$ cat src/rtl/core/pse_pkg.sv
package pse_pkg;

    // Stream field widths
    localparam int OPCODE_W = 3;
    localparam int VALUE_W  = 32;
    localparam int DEPTH_W  = 7;
    localparam int STATUS_W = 2;
    localparam int S_DATA_W = 32;
    localparam int S_USER_W = 3;
    localparam int M_DATA_W = 48;

    // Opcodes
    localparam logic [OPCODE_W-1:0] OP_PUSH  = 3'd0;
    localparam logic [OPCODE_W-1:0] OP_ADD   = 3'd1;
    localparam logic [OPCODE_W-1:0] OP_SUB   = 3'd2;
    localparam logic [OPCODE_W-1:0] OP_MUL   = 3'd3;
    localparam logic [OPCODE_W-1:0] OP_DIV   = 3'd4;
    localparam logic [OPCODE_W-1:0] OP_CLEAR = 3'd5;

    // Status codes
    localparam logic [STATUS_W-1:0] STAT_OK        = 2'd0;
    localparam logic [STATUS_W-1:0] STAT_UNDERFLOW = 2'd1;
    localparam logic [STATUS_W-1:0] STAT_FULL      = 2'd2;
    localparam logic [STATUS_W-1:0] STAT_DIVZERO   = 2'd3;

    // Divider iteration count
    localparam int DIV_STEPS = VALUE_W;
    localparam int DIV_CNT_W = $clog2(DIV_STEPS);

    // What one stack cell does on a clock edge
    typedef enum logic [1:0] {
        CELL_HOLD,
        CELL_LOAD_UP,
        CELL_LOAD_DOWN
    } cell_cmd_t;

    // Effect of one token on the stack
    typedef enum logic [1:0] {
        ACT_NONE,
        ACT_PUSH,
        ACT_REPLACE,
        ACT_CLEAR
    } stack_act_t;

    // Token sequencer
    typedef enum logic [1:0] {
        S_IDLE,
        S_EXEC,
        S_DIV_WAIT,
        S_WRITE
    } seq_state_t;

    // Divider sequencer
    typedef enum logic [1:0] {
        DIV_IDLE,
        DIV_RUN,
        DIV_FIX
    } div_state_t;

endpackage

$ cat src/rtl/core/pse_cell.sv
module pse_cell
    import pse_pkg::*;
(
    input  logic               aclk,
    input  cell_cmd_t          cmd,
    input  logic [VALUE_W-1:0] up_data,
    input  logic [VALUE_W-1:0] down_data,
    output logic [VALUE_W-1:0] data_q
);

    logic [VALUE_W-1:0] data_reg;
    logic [VALUE_W-1:0] data_next;

    // Take from the neighbor above on push, from below on pop
    always_comb begin
        case (cmd)
            CELL_LOAD_UP:   data_next = up_data;
            CELL_LOAD_DOWN: data_next = down_data;
            default:        data_next = data_reg;
        endcase
    end

    always_ff @(posedge aclk) begin
        data_reg <= data_next;
    end

    assign data_q = data_reg;

endmodule

$ cat config.mk
export PLATFORM = sky130hd
export DESIGN_NAME = pse_cell
export DESIGN_NICKNAME = d
export VERILOG_FILES = /design/src/rtl/core/pse_pkg.sv /design/src/rtl/core/pse_cell.sv
export SDC_FILE = /design/constraint.sdc
export NUM_CORES = 1
export LEC_CHECK = 0
export ABC_AREA = 1
export BUFFER_PORTS_ARGS = -buffer_cell sky130_fd_sc_hd__buf_2
export CAP_MARGIN = 20
export CORE_ASPECT_RATIO = 1.25
export CORE_MARGIN = 2
export CORE_UTILIZATION = 37
export CTS_CLUSTER_DIAMETER = 40
export DETAILED_ROUTE_END_ITERATION = 7
export PLACE_DENSITY_LB_ADDON = 0.15
export SYNTH_ARGS = -nofsm -noshare
export SYNTH_HDL_FRONTEND = slang
export SYNTH_SLANG_ARGS = --single-unit
$ cat constraint.sdc
create_clock -name aclk -period 1.9 [get_ports aclk]
set_clock_uncertainty 0.2 [all_clocks]
set_input_delay 0.38 -clock aclk [delete_from_list [all_inputs] [get_ports aclk]]
set_output_delay 0.38 -clock aclk [all_outputs]
set_load 0.02 [all_outputs]
==> out/results.ini <==
[power]
vdd_drop_max_mv = 0.470
pwr_density_cell_mw_per_mm2 = 936
p_leak_nw = 1.08

[timing]
worst_slack_ns = 0.486
drv_slew = 0
rsz0062_at_grt = false
timing.fmax_mhz = 707
fin_crit_sh_pct = 74.4
tightest_slew_ns = 0.338
period_needed_ns = 1.41
hold_viol_final = 0
setup-tns-final_ns = 0
max_slew_margin_pct = 77.5
setup_viol_count_final = 0

[worst_setup_path]
setup.worst_path.start = data_q[23]
crit_path_start_kind = register
path_buf_inv = 1
crit_path_cell_trace = buf_2
crit_family = flip-flops
arrival_ns = 0.83
critical_path.max_stage_delay_ns = 0.39
cp-end-kind = output pin
cp_max_fo = 1
cp_slowest_cell = edfxtp_1
worstSetupPathType = register to output pin
cp.required_ns = 1.32

[routing]
num_vias = 1248
drcViolationCount = 0
viasPerCell = 4.20
dr.pass1.iters = 3
routed_wl_um = 3150
ant_nets = 0
drt_iter0_markers = 22
wl_per_cell_um = 10.6

[finish]
n_antenna_cell = 0
seq_area_um2 = 961
layout-drive-gt1-share_pct = 50.2
nets = 310
fillCellCount = 391
layout.cells.non_filler = 297
area_growth_pct = 42.4
largest_reg_flops = 32
multiInputGateArea_um2 = 398

[run]
drv_cap = 0

[synthesis]
synthTopCellsByCount = 86 x nand2_1, 32 x edfxtp_1, 10 x nand2_2, 3 x buf_6, 3 x clkbuf_8
yosysMostFrequentCell = nand2_1
synth_area_mm2 = 0.00147
synth_edf_count = 32
synth_nets = 207
ys_warn_count = 0
avgSynthCellArea_um2 = 10.6
ys_types = 9
synth_top_area_cell = edfxtp_1
synth_seq_cells = 32
synth-seq-area-share_pct = 65.3
synth_top_area_share_pct = 65.3
synth.area.top_cells = edfxtp_1 65%, nand2_1 22%, nand2_2 4.2%
syn_inst = 139
async_flop_share_pct = 0
synth_ff_type = edfxtp_1

[floorplanning]
start_util_pct = 38.6
die_w_um = 60.4
core_mm2 = 0.00382
die_h_um = 74.5
die_area_mm2 = 0.00450
rows = 25
ios = 99

[hold_path]
min_path_cells = 3
min-delay-start = up_data[13]
hold_class = primary input to register
hold_path_end = data_q[13]

[grt]
grt_max_degree = 33
grt_overflow = 0
grt_usage_pct = 14.5
antenna_found_initial = 0
grt_pass1_wl_um = 4700
grt_pass1_vias = 1099

[clocking]
ctsHoldBuffers = 0
cts_buffers = 5
clk_pin_slew_ns = 0.06
cts_resized = 0
cts.sinks = 32
cts_tree = done
clock_path_buffers = 2
postCtsSetupRepairBufs = 0
h-tree-depth = 2
clock-root-buffer = clkbuf_8

[placed_design]
numPortBuffers = 98
hpwl_um = 2340
place_congestion = 0.818
dp.cells = 289
pre_cts_slack_ns = 0.230

[status]
outcome = finished, final reports clean

## stage by stage
step	total power [W]	instance area (µm²)	util (%)	hold WS [ns]
3_3_place_gp	0.00136	1990	52.1	0.449
6_report	0.00196	2100	55.0	0.168
5_1_grt	0.00206	2100	55.0	0.164
4_1_cts	0.00199	2100	55.0	0.159
3_5_place_dp	0.00137	1990	52.1	0.452
2_1_floorplan	0.00119	1480	-	0.353
## cell families (layout without fill, tap and decap cells)
group / after synthesis / after routing / synth area share [%]
adder cells (fa/ha/maj): 1 / 1 / 0.849
flip-flops: 32 / 32 / 65.3
buffers and inverters: 10 / 114 / 7.73
AND/OR/NAND/NOR: 96 / 96 / 26.2
## where the power goes
part           total [W]  switching (W)  internal (W)
clock network   0.000617       0.000228      0.000388
logic           0.000424       0.000267      0.000157
registers       0.000921      0.0000214      0.000900
## worst max-delay path by stage
| stage | to | slack (ns) | depth (start not counted) |
|---|---|---|---|
| after global placement | data_q[4] | 0.25 | 5 |
| after global routing | data_q[4] | 0.44 | 6 |
| after CTS | data_q[23] | 0.48 | 1 |
| after detailed placement | data_q[23] | 0.23 | 6 |
| final | data_q[23] | 0.49 | 1 |
| after floorplan | data_q[0] | 0.17 | 3 |
## per-layer routing
| layer | global-route usage (%) | routed length, µm | vias to the layer above |
|---|---|---|---|
| met4 | 7.49 | 78 | 0 |
| met5 | 0 | 0 | - |
| met1 | 16.6 | 1290 | 537 |
| met3 | 5.91 | 284 | 7 |
| met2 | 23.3 | 1500 | 57 |
| li1 | - | - | 647 |
## layout by cell type, fill, tap and decap left out
cell type,count
buf_12,1
buf_2,98
buf_4,4
bufinv_16,1
clkbuf_1,1
clkbuf_8,5
clkinv_2,1
clkinvlp_4,1
edfxtp_1,32
ha_1,1
inv_1,1
inv_8,1
nand2_1,86
nand2_2,10
## cell type report
cell class                 instances  share of cell area (%)
timing repair buffer             103                    25.8
multi-input combinational         97                    19.0
inverter                           3                    1.07
clock buffer                       6                    3.46
sequential                        32                    45.8
clock inverter                     2                    1.67
tap                               54                    3.22
Power figures use the tool's default switching activity.
