===== config.mk =====
export PLATFORM = sky130hd
export DESIGN_NAME = pse_div
export DESIGN_NICKNAME = d
export VERILOG_FILES = /design/src/rtl/core/pse_pkg.sv /design/src/rtl/core/pse_div.sv
export SDC_FILE = /design/constraint.sdc
export NUM_CORES = 1
export LEC_CHECK = 0
export BUFFER_PORTS_ARGS = -buffer_cell sky130_fd_sc_hd__buf_2
export CAP_MARGIN = 20
export CORE_MARGIN = 3
export CORE_UTILIZATION = 45
export CTS_CLUSTER_DIAMETER = 60
export CTS_CLUSTER_SIZE = 8
export DETAILED_ROUTE_END_ITERATION = 10
export PLACE_DENSITY_LB_ADDON = 0.08
export SYNTH_ARGS = -nofsm -noshare
export SYNTH_HDL_FRONTEND = slang
export SYNTH_SLANG_ARGS = --single-unit

===== constraint.sdc =====
create_clock -name aclk -period 7.65 [get_ports aclk]
set_clock_uncertainty 0.05 [all_clocks]
set_input_delay 1.53 -clock aclk [delete_from_list [all_inputs] [get_ports aclk]]
set_output_delay 1.53 -clock aclk [all_outputs]
set_load 0.005 [all_outputs]

===== src/rtl/core/pse_pkg.sv =====
package pse_pkg;

    // Stream field widths
    localparam int OPCODE_W = 3;
    localparam int VALUE_W  = 32;
    localparam int DEPTH_W  = 7;
    localparam int STATUS_W = 2;
    localparam int S_DATA_W = 32;
    localparam int S_USER_W = 3;
    localparam int M_DATA_W = 48;

    // Opcodes
    localparam logic [OPCODE_W-1:0] OP_PUSH  = 3'd0;
    localparam logic [OPCODE_W-1:0] OP_ADD   = 3'd1;
    localparam logic [OPCODE_W-1:0] OP_SUB   = 3'd2;
    localparam logic [OPCODE_W-1:0] OP_MUL   = 3'd3;
    localparam logic [OPCODE_W-1:0] OP_DIV   = 3'd4;
    localparam logic [OPCODE_W-1:0] OP_CLEAR = 3'd5;

    // Status codes
    localparam logic [STATUS_W-1:0] STAT_OK        = 2'd0;
    localparam logic [STATUS_W-1:0] STAT_UNDERFLOW = 2'd1;
    localparam logic [STATUS_W-1:0] STAT_FULL      = 2'd2;
    localparam logic [STATUS_W-1:0] STAT_DIVZERO   = 2'd3;

    // Divider iteration count
    localparam int DIV_STEPS = VALUE_W;
    localparam int DIV_CNT_W = $clog2(DIV_STEPS);

    // What one stack cell does on a clock edge
    typedef enum logic [1:0] {
        CELL_HOLD,
        CELL_LOAD_UP,
        CELL_LOAD_DOWN
    } cell_cmd_t;

    // Effect of one token on the stack
    typedef enum logic [1:0] {
        ACT_NONE,
        ACT_PUSH,
        ACT_REPLACE,
        ACT_CLEAR
    } stack_act_t;

    // Token sequencer
    typedef enum logic [1:0] {
        S_IDLE,
        S_EXEC,
        S_DIV_WAIT,
        S_WRITE
    } seq_state_t;

    // Divider sequencer
    typedef enum logic [1:0] {
        DIV_IDLE,
        DIV_RUN,
        DIV_FIX
    } div_state_t;

endpackage


===== src/rtl/core/pse_div.sv =====
module pse_div
    import pse_pkg::*;
(
    input  logic               aclk,
    input  logic               aresetn,
    input  logic               start,
    input  logic [VALUE_W-1:0] dividend,
    input  logic [VALUE_W-1:0] divisor,
    output logic               done,
    output logic [VALUE_W-1:0] quotient
);

    div_state_t           state_reg, state_next;
    logic [DIV_CNT_W-1:0] cnt_reg, cnt_next;
    logic [VALUE_W-1:0]   rem_reg, rem_next;
    logic [VALUE_W-1:0]   quo_reg, quo_next;
    logic [VALUE_W-1:0]   dmag_reg, dmag_next;
    logic                 neg_reg, neg_next;
    logic [VALUE_W:0]     rem_shift;
    logic [VALUE_W:0]     rem_diff;

    // One restoring step: shift in the next dividend bit, try to subtract
    assign rem_shift = {rem_reg, quo_reg[VALUE_W-1]};
    assign rem_diff  = rem_shift - {1'b0, dmag_reg};

    always_comb begin
        state_next = state_reg;
        cnt_next   = cnt_reg;
        rem_next   = rem_reg;
        quo_next   = quo_reg;
        dmag_next  = dmag_reg;
        neg_next   = neg_reg;
        case (state_reg)
            DIV_IDLE: begin
                if (start) begin
                    quo_next   = dividend[VALUE_W-1] ? (VALUE_W'(0) - dividend) : dividend;
                    dmag_next  = divisor[VALUE_W-1] ? (VALUE_W'(0) - divisor) : divisor;
                    neg_next   = dividend[VALUE_W-1] ^ divisor[VALUE_W-1];
                    rem_next   = '0;
                    cnt_next   = '0;
                    state_next = DIV_RUN;
                end
            end
            DIV_RUN: begin
                if (!rem_diff[VALUE_W]) begin
                    rem_next = rem_diff[VALUE_W-1:0];
                    quo_next = {quo_reg[VALUE_W-2:0], 1'b1};
                end else begin
                    rem_next = rem_shift[VALUE_W-1:0];
                    quo_next = {quo_reg[VALUE_W-2:0], 1'b0};
                end
                cnt_next = cnt_reg + 1'b1;
                if (cnt_reg == DIV_CNT_W'(DIV_STEPS - 1)) begin
                    state_next = DIV_FIX;
                end
            end
            DIV_FIX: begin
                state_next = DIV_IDLE;
            end
            default: begin
                state_next = DIV_IDLE;
            end
        endcase
    end

    always_ff @(posedge aclk) begin
        if (!aresetn) begin
            state_reg <= DIV_IDLE;
            cnt_reg   <= '0;
        end else begin
            state_reg <= state_next;
            cnt_reg   <= cnt_next;
        end
    end

    always_ff @(posedge aclk) begin
        rem_reg  <= rem_next;
        quo_reg  <= quo_next;
        dmag_reg <= dmag_next;
        neg_reg  <= neg_next;
    end

    // Restore the sign of the truncated quotient
    assign done     = (state_reg == DIV_FIX);
    assign quotient = neg_reg ? (VALUE_W'(0) - quo_reg) : quo_reg;

endmodule

==> impl_summary.log <==
[metrics] ratio of routed vias to standard cells: 5.48
[metrics] Sinks on Clock Net: 104
[metrics] share of cells above drive strength 1: 15.3%
[metrics] number of distinct library cells after synthesis: 69
[metrics] leakage power of the design: 3.56 nW
[metrics] EDFF count, synth: 97
[metrics] boundary pin count: 100
[metrics] Req. time, crit path: 6.07 ns
[metrics] reg-to-reg endpoint: rem_reg[9]
[metrics] Final period util: 61.3%
[metrics] max-capacitance violation count: 0
[metrics] vias in the first global route: 6016
[metrics] clock tree from TritonCTS: built
[metrics] via count: 6329
[metrics] Power per Cell Area: 221 mW/mm^2
[metrics] Peak Freq: 213 MHz
[metrics] Fin. Hold Viols: 0
[metrics] VDD IR-drop max: 112 uV
[metrics] routed wire length: 17300 microns
[metrics] layout filler cell count: 1584
[metrics] remaining antenna violation count after routing: 0
[metrics] Worst Path Arrival: 3.11 ns
[metrics] synthesized net count: 951
[metrics] worst setup path end: quotient[28]
[metrics] Yosys top cell area share: 36.9%
[metrics] RSZ-0062 raised after global routing: false
[metrics] Top FF cell, synth: sky130_fd_sc_hd__edfxtp_1
[metrics] measured slew at the worst slew-check pin: 0.936 ns
[metrics] DRT Pass-1 Iters: 5
[metrics] fin crit period: 4.69 ns
[metrics] final weighted congestion in routability-driven placement: 0.922
[metrics] hold bufs inserted after CTS: 0
[metrics] growth of design area from synthesis to finish: 12.1%
[metrics] floorplan row count: 47
[metrics] post-synthesis cell area: 0.00790 sq mm
[metrics] post-DP HPWL: 13100 microns
[metrics] path depth of the worst reg2reg path: 13
[metrics] largest area contributor in the synthesized netlist: sky130_fd_sc_hd__edfxtp_1
[metrics] DRC Markers: 0
[metrics] sequential area share after synthesis: 38.7%
[metrics] commonest cells after routing, fill and taps aside: sky130_fd_sc_hd__buf_2, sky130_fd_sc_hd__nand2_1, sky130_fd_sc_hd__edfxtp_1
[metrics] list of cells traversed by the critical path: or4_1 > nor4_1 > nand2b_1 > or2_2 > nand2b_1 > nand2b_1 > o31ai_1 > xnor2_1 > buf_2
[metrics] endpoint class of the critical path: output pin
[metrics] net count of the finished layout: 1034
[metrics] class of the most critical setup path: reg -> out
[metrics] mean post-synth cell area: 9.33 sq um
[metrics] Hold Crit Depth: 1
[metrics] most common library cell in the layout ignoring fill and taps: sky130_fd_sc_hd__buf_2
[metrics] most area-consuming cells after synthesis: sky130_fd_sc_hd__edfxtp_1, sky130_fd_sc_hd__xnor2_1, sky130_fd_sc_hd__ha_1
[metrics] pin count of the biggest net entering global routing: 67
[metrics] worst reg2reg startpoint: quo_reg[31]
[metrics] cell repeated most along the worst path: sky130_fd_sc_hd__nand2b_1
[metrics] Port Buf Inserts: 99
[metrics] CP peak stage delay: 0.59 ns
[metrics] area used by multi-input combinational logic: 0.00452 sq mm
[metrics] Resize count post-CTS: 0
[metrics] Post-Place Worst Slack: 3.30 ns
[metrics] setup slack of the worst register-to-register path: 3.44 ns
[metrics] Die H: 138 microns
[metrics] max-slew violation count: 0
[metrics] worst-path maximum fanout: 4
[metrics] clock latency of the later-clocked register in the worst-skew pair: 0.35 ns
[metrics] async set or reset register ratio after synthesis: 0%
[metrics] result of the run: complete, no violations
[metrics] TNS Setup: 0 ns
[metrics] cell chosen for the clock root: sky130_fd_sc_hd__clkbuf_16
[metrics] total global routing overflow: 0
[metrics] smallest setup slack after layout: 2.96 ns
[metrics] average wire per cell in the routed design: 15.0 microns
[metrics] class of the tightest hold or removal check: reg -> reg
[metrics] worst max-slew margin expressed relative to the limit: 37.6%
[metrics] Yosys warning total: 0
[metrics] antenna violations before repair: 0
[metrics] postcts setup bufs: 0
[metrics] Final Core Density: 52.5%
[metrics] Final Setup Violations: 0
[metrics] DIE AREA: 0.0192 sq mm
[metrics] diodes inserted: 0
[metrics] initial core utilization: 46.8%
[metrics] source of the critical timing path: quo_reg[9]
[metrics] number of CTS-inserted buffers: 9
[metrics] CP max stage cell: sky130_fd_sc_hd__or4_1
[metrics] number of H-tree levels: 3
[metrics] DIE WIDTH: 138 microns
[metrics] maximum clock path buffer count: 2
[metrics] number of DRC markers after the initial detailed-route iteration: 366
[metrics] number of flip-flops and latches in the synthesized netlist: 104
[metrics] area occupied by registers: 0.00305 sq mm
[metrics] crit path launch type: register
[metrics] synthesized instance count: 846
[metrics] CTS clk-pin slew, worst paths: 0.07 ns
[metrics] wire length of the first global-routing pass: 28700 microns
[metrics] Overall Global Routing Usage: 17.7%
[metrics] area of the placeable core: 0.0169 sq mm
## report_power, final
part | leakage (nW) | switching, mW | internal, mW
clock network | 0.140 | 0.195 | 0.263
registers | 1.02 | 0.0580 | 0.719
logic | 2.40 | 0.406 | 0.315
total | 3.56 | 0.660 | 1.30
## metrics by stage
step                instance area, sq um  total power [mW]  hold WS [ns]  std cells
floorplan                           7900              1.32         0.364        846
global placement                    8560              1.49         0.383       1138
detailed placement                  8560              1.51         0.403       1138
CTS                                 8850              1.97         0.417       1154
global route                        8850              2.09         0.436       1154
finish                              8850              1.96         0.416       1154
## area by class of cell
type                    instances  share of cell area (%)
clock buffers                  13                    2.83
clock inverters                 3                   0.480
inverters                      49                    2.08
multi-input cells             661                    51.0
flip-flops and latches        104                    34.5
well taps                     220                    3.11
repair buffers                104                    6.02
## logic make-up after synthesis
logic type      synth area share, %
simple gates                   16.6
compound gates                 18.6
xor+xnor                       12.6
flops                          38.7
buf+inv                        4.23
fa+ha+maj                      6.12
mux                            3.11
## metal layers
metal | part of all wire (%) | vias to the layer above | global-route usage, % | routed length [microns]
met2 | 44 | 182 | 27.7 | 7640
met1 | 49 | 2892 | 25.2 | 8490
met5 | 0 | - | 0 | 0
met3 | 5.4 | 16 | 2.83 | 936
li1 | - | 3239 | - | -
met4 | 1.6 | 0 | 6.14 | 278
## synthesized netlist by cell type (11+ instances only)
cell type and instances:
sky130_fd_sc_hd__o21ai_0 77, sky130_fd_sc_hd__edfxtp_1 97, sky130_fd_sc_hd__a21oi_1 38, sky130_fd_sc_hd__nor2_1 56, sky130_fd_sc_hd__ha_1 37, sky130_fd_sc_hd__nand3_1 11
sky130_fd_sc_hd__xor2_1 34, sky130_fd_sc_hd__nand2_1 97, sky130_fd_sc_hd__clkbuf_1 23, sky130_fd_sc_hd__o31ai_1 31, sky130_fd_sc_hd__inv_1 49, sky130_fd_sc_hd__nor3_1 11
sky130_fd_sc_hd__or4_1 11, sky130_fd_sc_hd__o41ai_1 12, sky130_fd_sc_hd__mux2i_1 23, sky130_fd_sc_hd__nand2b_1 14, sky130_fd_sc_hd__a21o_1 16, sky130_fd_sc_hd__xnor2_1 80
## worst min-delay path by stage
stage / startpoint / to
floorplan: cnt_reg[3] / cnt_reg[3]
CTS: cnt_reg[3] / cnt_reg[3]
detailed placement: cnt_reg[3] / cnt_reg[3]
finish: cnt_reg[3] / cnt_reg[3]
global route: cnt_reg[3] / cnt_reg[3]
global placement: cnt_reg[3] / cnt_reg[3]
## critical path: cells and delay by family (launching register included)
family	cells	cell delay, ns
compound gates	1	0.28
xor+xnor	1	0.15
buf+inv	1	0.13
flops	1	0.44
simple gates	6	1.75
Power figures use the tool's default switching activity.
